[src/lsw_pkg.sv]
// Package for the small-window LZSS decoder.
// Holds shared constants and the command and status structs between controller
// and datapath. It depends on nothing.
package lsw_pkg;

  localparam int HISTORY_DEPTH_DEF = 32;
  localparam int SIZE_BITS_DEF     = 16;
  localparam int BYTE_BITS         = 8;
  localparam int LEN_BITS          = 3;
  localparam int DIST_BITS         = 5;
  localparam int LEN_BIAS          = 3;
  localparam int RUN_BITS          = 4;
  localparam logic [3:0] FLAG_COUNT = 4'd8;

  localparam logic [1:0] ST_OK       = 2'd0;
  localparam logic [1:0] ST_BAD_DIST = 2'd1;
  localparam logic [1:0] ST_TRUNC    = 2'd2;

  // Source of an emitted result.
  typedef enum logic [2:0] {
    K_LIT,
    K_STORED,
    K_COPY,
    K_ERR_DIST,
    K_ERR_TRUNC
  } kind_t;

  typedef struct packed {
    logic  load_in;
    logic  set_size_hi;
    logic  set_size;
    logic  load_flags;
    logic  start_copy;
    logic  emit;
    kind_t kind;
    logic  run_last;
    logic  trunc;
    logic  token_next;
    logic  clear;
  } lsw_cmd_t;

  typedef struct packed {
    logic in_last;
    logic flag_bit;
    logic hdr_zero;
    logic dist_bad;
    logic flags_last;
    logic copy_last;
    logic end_hit;
    logic o_free;
  } lsw_stat_t;

endpackage

[src/lsw_datapath.sv]
// Datapath of the small-window LZSS decoder: input latch, counters, history
// memory and output register. Uses lsw_pkg; driven by lsw_ctrl commands.
module lsw_datapath #(
  parameter int HISTORY_DEPTH = lsw_pkg::HISTORY_DEPTH_DEF,
  parameter int SIZE_BITS     = lsw_pkg::SIZE_BITS_DEF
) (
  input  logic              clk,
  input  logic              rst,
  input  logic [7:0]        in_byte,
  input  logic              in_last,
  input  lsw_pkg::lsw_cmd_t cmd,
  output lsw_pkg::lsw_stat_t stat,
  output logic              out_valid,
  input  logic              out_ready,
  output logic [7:0]        out_byte,
  output logic              run_last,
  output logic              stream_end,
  output logic              stored_mode,
  output logic [1:0]        status
);
  import lsw_pkg::*;

  localparam int AW = $clog2(HISTORY_DEPTH);

  logic [BYTE_BITS-1:0] hist [HISTORY_DEPTH];
  logic [BYTE_BITS-1:0] byte_reg;
  logic                 last_reg;
  logic [BYTE_BITS-1:0] size_high;
  logic [SIZE_BITS-1:0] total_size;
  logic [SIZE_BITS-1:0] out_count;
  logic [BYTE_BITS-1:0] flag_bits;
  logic [3:0]           flags_left;
  logic [AW-1:0]        rp;
  logic [RUN_BITS-1:0]  len_left;
  logic [BYTE_BITS-1:0] rd_data;

  logic [SIZE_BITS-1:0] count_inc;
  logic [DIST_BITS:0]   back_dist;
  logic                 produce;
  logic                 copy_adv;
  logic                 we;
  logic [AW-1:0]        waddr;
  logic [AW-1:0]        raddr;
  logic [BYTE_BITS-1:0] wdata;

  assign count_inc = out_count + SIZE_BITS'(1);
  assign back_dist = {1'b0, byte_reg[DIST_BITS-1:0]} + (DIST_BITS+1)'(1);
  assign produce   = cmd.emit && (cmd.kind == K_LIT || cmd.kind == K_COPY);
  assign copy_adv  = cmd.emit && (cmd.kind == K_COPY);
  assign we        = produce;
  assign waddr     = out_count[AW-1:0];
  assign wdata     = (cmd.kind == K_COPY) ? rd_data : byte_reg;
  // While a copy stalls, the same entry is read again so rd_data holds.
  assign raddr     = copy_adv ? rp + AW'(1) : rp;

  always_comb begin
    stat.in_last    = last_reg;
    stat.flag_bit   = flag_bits[BYTE_BITS-1];
    stat.hdr_zero   = (size_high == '0) && (byte_reg == '0);
    stat.dist_bad   = SIZE_BITS'(back_dist) > out_count;
    stat.flags_last = (flags_left == 4'd1);
    stat.copy_last  = (len_left == RUN_BITS'(1));
    stat.end_hit    = (count_inc == total_size);
    stat.o_free     = !out_valid || out_ready;
  end

  always_ff @(posedge clk) begin
    if (we) begin
      hist[waddr] <= wdata;
    end
    // A read of the entry written in this cycle sees the new byte.
    if (we && waddr == raddr) begin
      rd_data <= wdata;
    end else begin
      rd_data <= hist[raddr];
    end
  end

  always_ff @(posedge clk) begin
    if (cmd.load_in) begin
      byte_reg <= in_byte;
      last_reg <= in_last;
    end
    if (cmd.start_copy) begin
      rp       <= out_count[AW-1:0] - AW'(back_dist);
      len_left <= RUN_BITS'(byte_reg[BYTE_BITS-1 -: LEN_BITS]) + RUN_BITS'(LEN_BIAS);
    end else if (copy_adv) begin
      rp       <= rp + AW'(1);
      len_left <= len_left - RUN_BITS'(1);
    end
  end

  always_ff @(posedge clk) begin
    if (rst || cmd.clear) begin
      size_high  <= '0;
      total_size <= '0;
      out_count  <= '0;
      flag_bits  <= '0;
      flags_left <= '0;
    end else begin
      if (cmd.set_size_hi) begin
        size_high <= byte_reg;
      end
      if (cmd.set_size) begin
        total_size <= SIZE_BITS'({size_high, byte_reg});
        out_count  <= '0;
      end else if (produce) begin
        out_count <= count_inc;
      end
      if (cmd.load_flags) begin
        flag_bits  <= byte_reg;
        flags_left <= FLAG_COUNT;
      end else if (cmd.token_next) begin
        flag_bits  <= {flag_bits[BYTE_BITS-2:0], 1'b0};
        flags_left <= flags_left - 4'd1;
      end
    end
  end

  always_ff @(posedge clk) begin
    if (rst) begin
      out_valid <= 1'b0;
    end else if (cmd.emit) begin
      out_valid <= 1'b1;
    end else if (out_ready) begin
      out_valid <= 1'b0;
    end
  end

  always_ff @(posedge clk) begin
    if (cmd.emit) begin
      run_last    <= cmd.run_last;
      stored_mode <= (cmd.kind == K_STORED);
      unique case (cmd.kind)
        K_LIT: begin
          out_byte   <= byte_reg;
          stream_end <= stat.end_hit;
          status     <= cmd.trunc ? ST_TRUNC : ST_OK;
        end
        K_COPY: begin
          out_byte   <= rd_data;
          stream_end <= stat.end_hit;
          status     <= cmd.trunc ? ST_TRUNC : ST_OK;
        end
        K_STORED: begin
          out_byte   <= byte_reg;
          stream_end <= last_reg;
          status     <= ST_OK;
        end
        K_ERR_DIST: begin
          out_byte   <= '0;
          stream_end <= 1'b0;
          status     <= ST_BAD_DIST;
        end
        K_ERR_TRUNC: begin
          out_byte   <= '0;
          stream_end <= 1'b0;
          status     <= ST_TRUNC;
        end
        default: begin
          out_byte   <= '0;
          stream_end <= 1'b0;
          status     <= ST_OK;
        end
      endcase
    end
  end

endmodule

[src/lsw_ctrl.sv]
// Controller of the small-window LZSS decoder: item sequencing and stream phase.
// Uses lsw_pkg; drives lsw_datapath through the command struct.
module lsw_ctrl (
  input  logic               clk,
  input  logic               rst,
  input  logic               in_valid,
  output logic               in_ready,
  output lsw_pkg::lsw_cmd_t  cmd,
  input  lsw_pkg::lsw_stat_t stat
);
  import lsw_pkg::*;

  typedef enum logic [2:0] {
    S_IDLE,
    S_DECODE,
    S_EMIT,
    S_COPY_RD,
    S_COPY
  } state_t;

  typedef enum logic [2:0] {
    P_HDR_HI,
    P_HDR_LO,
    P_STORED,
    P_FLAGS,
    P_TOKEN,
    P_DONE
  } phase_t;

  state_t state, state_next;
  phase_t phase, phase_next;
  kind_t  kind_q, kind_q_next;
  logic   tok_done;

  assign in_ready = (state == S_IDLE);

  always_comb begin
    state_next  = state;
    phase_next  = phase;
    kind_q_next = kind_q;
    tok_done    = 1'b0;
    cmd         = '0;
    cmd.kind    = kind_q;
    cmd.load_in = in_valid && in_ready;

    unique case (state)
      S_IDLE: begin
        if (in_valid) begin
          state_next = S_DECODE;
        end
      end
      S_DECODE: begin
        state_next = S_IDLE;
        unique case (phase)
          P_HDR_HI: begin
            if (stat.in_last) begin
              kind_q_next = K_ERR_TRUNC;
              state_next  = S_EMIT;
            end else begin
              cmd.set_size_hi = 1'b1;
              phase_next      = P_HDR_LO;
            end
          end
          P_HDR_LO: begin
            cmd.set_size = 1'b1;
            if (stat.in_last) begin
              if (stat.hdr_zero) begin
                cmd.clear  = 1'b1;
                phase_next = P_HDR_HI;
              end else begin
                kind_q_next = K_ERR_TRUNC;
                state_next  = S_EMIT;
              end
            end else begin
              phase_next = stat.hdr_zero ? P_STORED : P_FLAGS;
            end
          end
          P_STORED: begin
            kind_q_next = K_STORED;
            state_next  = S_EMIT;
          end
          P_FLAGS: begin
            cmd.load_flags = 1'b1;
            if (stat.in_last) begin
              kind_q_next = K_ERR_TRUNC;
              state_next  = S_EMIT;
            end else begin
              phase_next = P_TOKEN;
            end
          end
          P_TOKEN: begin
            if (!stat.flag_bit) begin
              kind_q_next = K_LIT;
              state_next  = S_EMIT;
            end else if (stat.dist_bad) begin
              kind_q_next = K_ERR_DIST;
              state_next  = S_EMIT;
            end else begin
              cmd.start_copy = 1'b1;
              state_next     = S_COPY_RD;
            end
          end
          default: begin
            if (stat.in_last) begin
              cmd.clear  = 1'b1;
              phase_next = P_HDR_HI;
            end
          end
        endcase
      end
      S_EMIT: begin
        if (stat.o_free) begin
          cmd.emit     = 1'b1;
          cmd.run_last = 1'b1;
          state_next   = S_IDLE;
          unique case (kind_q)
            K_LIT: begin
              cmd.trunc = stat.in_last && !stat.end_hit;
              tok_done  = 1'b1;
            end
            K_ERR_DIST: begin
              phase_next = P_DONE;
            end
            default: begin
            end
          endcase
          if (stat.in_last) begin
            cmd.clear  = 1'b1;
            phase_next = P_HDR_HI;
          end
        end
      end
      S_COPY_RD: begin
        state_next = S_COPY;
      end
      S_COPY: begin
        cmd.kind = K_COPY;
        if (stat.o_free) begin
          cmd.emit = 1'b1;
          if (stat.copy_last || stat.end_hit) begin
            cmd.run_last = 1'b1;
            cmd.trunc    = stat.in_last && !stat.end_hit;
            tok_done     = 1'b1;
            state_next   = S_IDLE;
            if (stat.in_last) begin
              cmd.clear  = 1'b1;
              phase_next = P_HDR_HI;
            end
          end
        end
      end
      default: begin
        state_next = S_IDLE;
      end
    endcase

    // Close a token that produced data and was not the end of the stream.
    if (tok_done && !stat.in_last) begin
      if (stat.end_hit) begin
        phase_next = P_DONE;
      end else begin
        cmd.token_next = 1'b1;
        phase_next     = stat.flags_last ? P_FLAGS : P_TOKEN;
      end
    end
  end

  always_ff @(posedge clk) begin
    if (rst) begin
      state  <= S_IDLE;
      phase  <= P_HDR_HI;
      kind_q <= K_LIT;
    end else begin
      state  <= state_next;
      phase  <= phase_next;
      kind_q <= kind_q_next;
    end
  end

endmodule

[src/lzss_small_window_decoder.sv]
// LZSS decoder with a 32-byte history window, top level.
// Uses lsw_pkg, lsw_ctrl and lsw_datapath.
//
// Usage: the input channel (in_valid/in_ready) takes one compressed byte per
// item, with in_last on the final byte of a stream. The stream starts with a
// big-endian size; size zero passes bytes through unchanged. The output
// channel (out_valid/out_ready) delivers decoded bytes with run_last on the
// last result caused by an item and status for error reports.
// A literal, stored byte or error result waits while the output register is
// full. A back-reference reads the history memory through its single read
// port, one history read per copied byte.
// One item is in work at a time; in_ready is high only between items.
// A full output register that is not taken stalls the item in work, which
// resumes as soon as out_ready rises; nothing is lost.
// Reset returns the block to header state with no output pending. The history
// memory is not cleared, and no read reaches an entry not yet written.
module lzss_small_window_decoder #(
  parameter int HISTORY_DEPTH = lsw_pkg::HISTORY_DEPTH_DEF,
  parameter int SIZE_BITS     = lsw_pkg::SIZE_BITS_DEF
) (
  input  logic       clk,
  input  logic       rst,
  input  logic       in_valid,
  output logic       in_ready,
  input  logic [7:0] in_byte,
  input  logic       in_last,
  output logic       out_valid,
  input  logic       out_ready,
  output logic [7:0] out_byte,
  output logic       run_last,
  output logic       stream_end,
  output logic       stored_mode,
  output logic [1:0] status
);
  import lsw_pkg::*;

  lsw_cmd_t  cmd;
  lsw_stat_t stat;

  lsw_ctrl u_ctrl (
    .clk      (clk),
    .rst      (rst),
    .in_valid (in_valid),
    .in_ready (in_ready),
    .cmd      (cmd),
    .stat     (stat)
  );

  lsw_datapath #(
    .HISTORY_DEPTH (HISTORY_DEPTH),
    .SIZE_BITS     (SIZE_BITS)
  ) u_datapath (
    .clk         (clk),
    .rst         (rst),
    .in_byte     (in_byte),
    .in_last     (in_last),
    .cmd         (cmd),
    .stat        (stat),
    .out_valid   (out_valid),
    .out_ready   (out_ready),
    .out_byte    (out_byte),
    .run_last    (run_last),
    .stream_end  (stream_end),
    .stored_mode (stored_mode),
    .status      (status)
  );

endmodule

[config.mk]
export PLATFORM = sky130hd
export DESIGN_NAME = lzss_small_window_decoder
export DESIGN_NICKNAME = d
export VERILOG_FILES = /design/src/lsw_pkg.sv /design/src/lsw_datapath.sv /design/src/lsw_ctrl.sv /design/src/lzss_small_window_decoder.sv
export SDC_FILE = /design/constraint.sdc
export NUM_CORES = 1
export LEC_CHECK = 0
export CAP_MARGIN = 10
export CORE_MARGIN = 1
export CORE_UTILIZATION = 50
export CTS_CLUSTER_DIAMETER = 30
export DETAILED_ROUTE_END_ITERATION = 12
export DONT_BUFFER_PORTS = 1
export PLACE_DENSITY = 0.79
export REMOVE_ABC_BUFFERS = 1
export SYNTH_ARGS = -nofsm -noshare
export SYNTH_HDL_FRONTEND = slang
export SYNTH_SLANG_ARGS = --single-unit
export TNS_END_PERCENT = 20
[constraint.sdc]
create_clock -name clk -period 3.45 [get_ports clk]
set_clock_uncertainty 0.1 [all_clocks]
set_input_delay 0.69 -clock clk [delete_from_list [all_inputs] [get_ports clk]]
set_output_delay 0.69 -clock clk [all_outputs]
set_load 0.03 [all_outputs]
==> results.md <==
* CP dominant cell by count: o21a_1
* Iter 0 DRT Violations at 1,131
* Largest regs: u_datapath.hist: 256 flops, u_datapath.out_count: 16 flops, u_datapath.total_size: 16 flops
* Startpoint types: flip-flop
* Cell count after synthesis at 1,012
* Rows at 63
* Antenna Cells at 0
* Cell Area, Synth at 0.0152 sq mm
* Largest cells by area after synthesis: edfxtp_1, mux4_2, dfxtp_1
* Crit end category: flip-flop
* First-pass GRT wire length at 57.6 mm
* Avg Cell Area, Syn at 15.0 sq um
* Die area at 0.0310 sq mm
* Initial antenna violation count at 0
* Vias/cell at 6.14
* Vias at 9,514
* Post-synth EDFFs at 282
* Post-cts resize count at 0
* Detail Placement HPWL at 23.6 mm
* Layout fillers at 2,050
* Slowest-stage cell, CP: edfxtp_1
* Area Overhead vs Synth at 20.0%
* Critical Path Fanout Max at 4
* Top register by number of flip-flops: u_datapath.hist
* Antenna Nets Post-Route at 0
* Setup slack after layout at 94.0 ps
* Reg clk slew, reported paths at 50 ps
* Grt ovf at 0
* Period minus WS final at 3360 ps
* Die Height at 176 um
* GR Util All Layers at 24.9%
* Place WS at 153 ps
* Top-count cell post-synth: edfxtp_1
* Clock sinks at 354
* Cts-stage hold buffer count at 0
* Number of top-level pins at 28
* Asr flop ratio synth at 0%
* Insertion delay to the later sink of the worst-skew pair at 590 ps
* Final hold vios at 0
* Root Driver: clkbuf_16
* Final period util at 97.3%
* CTS max path bufs at 3
* Pin count of the biggest net entering global routing at 33
* Routed WL at 38.1 mm
* Overall power at 11,500 uW
* CP Cell Sequence: inv_1, ha_1, ha_1, nor2b_1, o21a_1, o21a_1, o21a_1, o21a_1, o221ai_1, nand3_1, o21ai_0
* Routability congestion estimate at 0.894
* Synth top area share at 55.8%
* Slew @ Worst Pin at 719 ps
* Syn. warnings at 0
* Hold Crit Class: input port to flip-flop
* Worst vdd ir at 0.000455 V
* CP Data Arrival Time at 3470 ps
* CP required at 3560 ps
* Drt first pass iters at 6
* Multi-input logic area at 0.00496 sq mm
* Setup CP Type: flip-flop to flip-flop
* Core ar. at 0.0297 sq mm
* Register area share after synthesis at 65.3%
* Post-synthesis register bit count at 354
* Max-cap viol count at 0
* CTS tree: built
* Number of flip-flops in the largest register at 256
* Worst rel slew slack at 52.0%
* Power density cells at 633 mW/mm^2
* Synth unique cells at 65
* Highest clock rate at 0.298 GHz
* Cell taking the most area after synthesis: edfxtp_1
* Layout cell share with drive strength beyond 1 at 26.1%
* Post-DR wirelength/cell at 24.6 um
* Residual DRC at 0
* Worst path max stage delay at 460 ps
* DIE WIDTH at 176 um
* Unrepaired setup endpoints after global routing: false
* Predominant post-synthesis flop cell: edfxtp_1
* Starting Density at 51.0%
* Max Slew Vio Count at 0
* Nets at 1,144
* Vias in the first global route at 9,730
* Final Setup Violations at 0
* Most frequent cells after synthesis: edfxtp_1, nor2_1, mux4_2
* Port bufs at 0
* Number of buffers created by CTS at 59
* Leak pwr at 0.00618 uW
* Run status: complete, no violations
* CTS H-tree depth at 2
* Register Area at 0.00991 sq mm
-- routing by layer --
metal	global-route usage, %	wire length (um)	up-vias
met5	0	0	-
met4	9.24	1110	0
met3	5.56	3330	94
met2	41.7	19000	592
met1	31.6	14700	4733
li1	-	-	4095
-- critical path: cells and delay by family (launching register included) --
family,cells,cell delay (ps)
flops,1,460
compound gates,6,1290
simple gates,2,300
buf+inv,1,190
fa+ha+maj,2,630
-- power by group --
part / internal (uW) / switching (uW)
Sequential: 4690 / 70.8
Combinational: 412 / 479
Clock: 3680 / 2190
Total: 8780 / 2740
-- worst paths after layout --
path | startpoint | end | slack [ps] | cells after the start
max | u_datapath.byte_reg[0]$_DFFE_PP_ | u_datapath.len_left[3]$_DFFE_PP_ | 90 | 11
min | rst | u_datapath.out_valid$_SDFFE_PP0P_ | 80 | 1
max reg2reg | u_datapath.byte_reg[0]$_DFFE_PP_ | u_datapath.len_left[3]$_DFFE_PP_ | 90 | 11
min reg2reg | u_datapath.total_size[7]$_SDFFE_PP0P_ | u_datapath.total_size[7]$_SDFFE_PP0P_ | 370 | 2
-- cell families (layout without fill, tap and decap cells) --
| logic type | after synthesis | after routing | synth area share, % |
|---|---|---|---|
| simple gates | 266 | 266 | 8.25 |
| flops | 354 | 354 | 65.3 |
| compound gates | 128 | 128 | 5.43 |
| buf+inv | 81 | 228 | 2.19 |
| fa+ha+maj | 23 | 23 | 1.95 |
| xor+xnor | 46 | 46 | 2.66 |
| mux | 114 | 114 | 14.2 |
-- timing repair --
| action | CTS | global route |
|---|---|---|
| hold endpoints to repair | 0 | 0 |
| setup buffers | 0 | 1 |
| endpoints found under the setup margin | 0 | 13 |
-- layout by cell type, fill, tap and decap left out, types with 6 or more instances in the layout --
| master | netlist | routed |
|---|---|---|
| nand3_1 | 13 | 13 |
| nor2b_1 | 8 | 8 |
| mux2i_1 | 25 | 25 |
| clkinvlp_4 | 0 | 11 |
| ha_1 | 22 | 22 |
| xor2_1 | 14 | 14 |
| nand4_1 | 13 | 13 |
| o211ai_1 | 7 | 7 |
| mux4_2 | 80 | 80 |
| clkbuf_16 | 0 | 59 |
| inv_6 | 0 | 7 |
| buf_4 | 1 | 85 |
| nor2_1 | 103 | 103 |
| dfxtp_1 | 72 | 70 |
| nand2_1 | 74 | 74 |
| a21oi_1 | 48 | 40 |
| a211oi_1 | 8 | 8 |
| mux2_2 | 9 | 9 |
| inv_1 | 27 | 27 |
| edfxtp_1 | 282 | 282 |
| nand2b_1 | 7 | 7 |
| nor4_1 | 8 | 8 |
| clkinv_2 | 0 | 6 |
| a21oi_2 | 0 | 8 |
| o21ai_0 | 22 | 22 |
| o21a_1 | 6 | 6 |
| xnor2_1 | 32 | 32 |
| nor3_1 | 12 | 12 |
| clkinv_4 | 0 | 8 |
-- final cells by class --
cell class,instances,area share [%]
inverters,27,0.557
well taps,390,2.68
clock inverters,44,2.57
clock buffers,68,8.57
repair buffers,89,3.94
flip-flops and latches,354,54.5
multi-input cells,577,27.2
-- per-stage QoR --
stage               util, %  cells  TNS [ps]  hold WS [ps]  cell area [sq um]
detailed placement     54.4   1436         0           360              16200
global route           61.3   1549         0          81.6              18200
global placement       54.4   1436         0           355              16200
floorplan                 -    958   -396120           327              14900
finish                 61.3   1549         0          81.1              18200
CTS                    61.2   1548         0          67.9              18200
(Power assumes the default switching activity.)
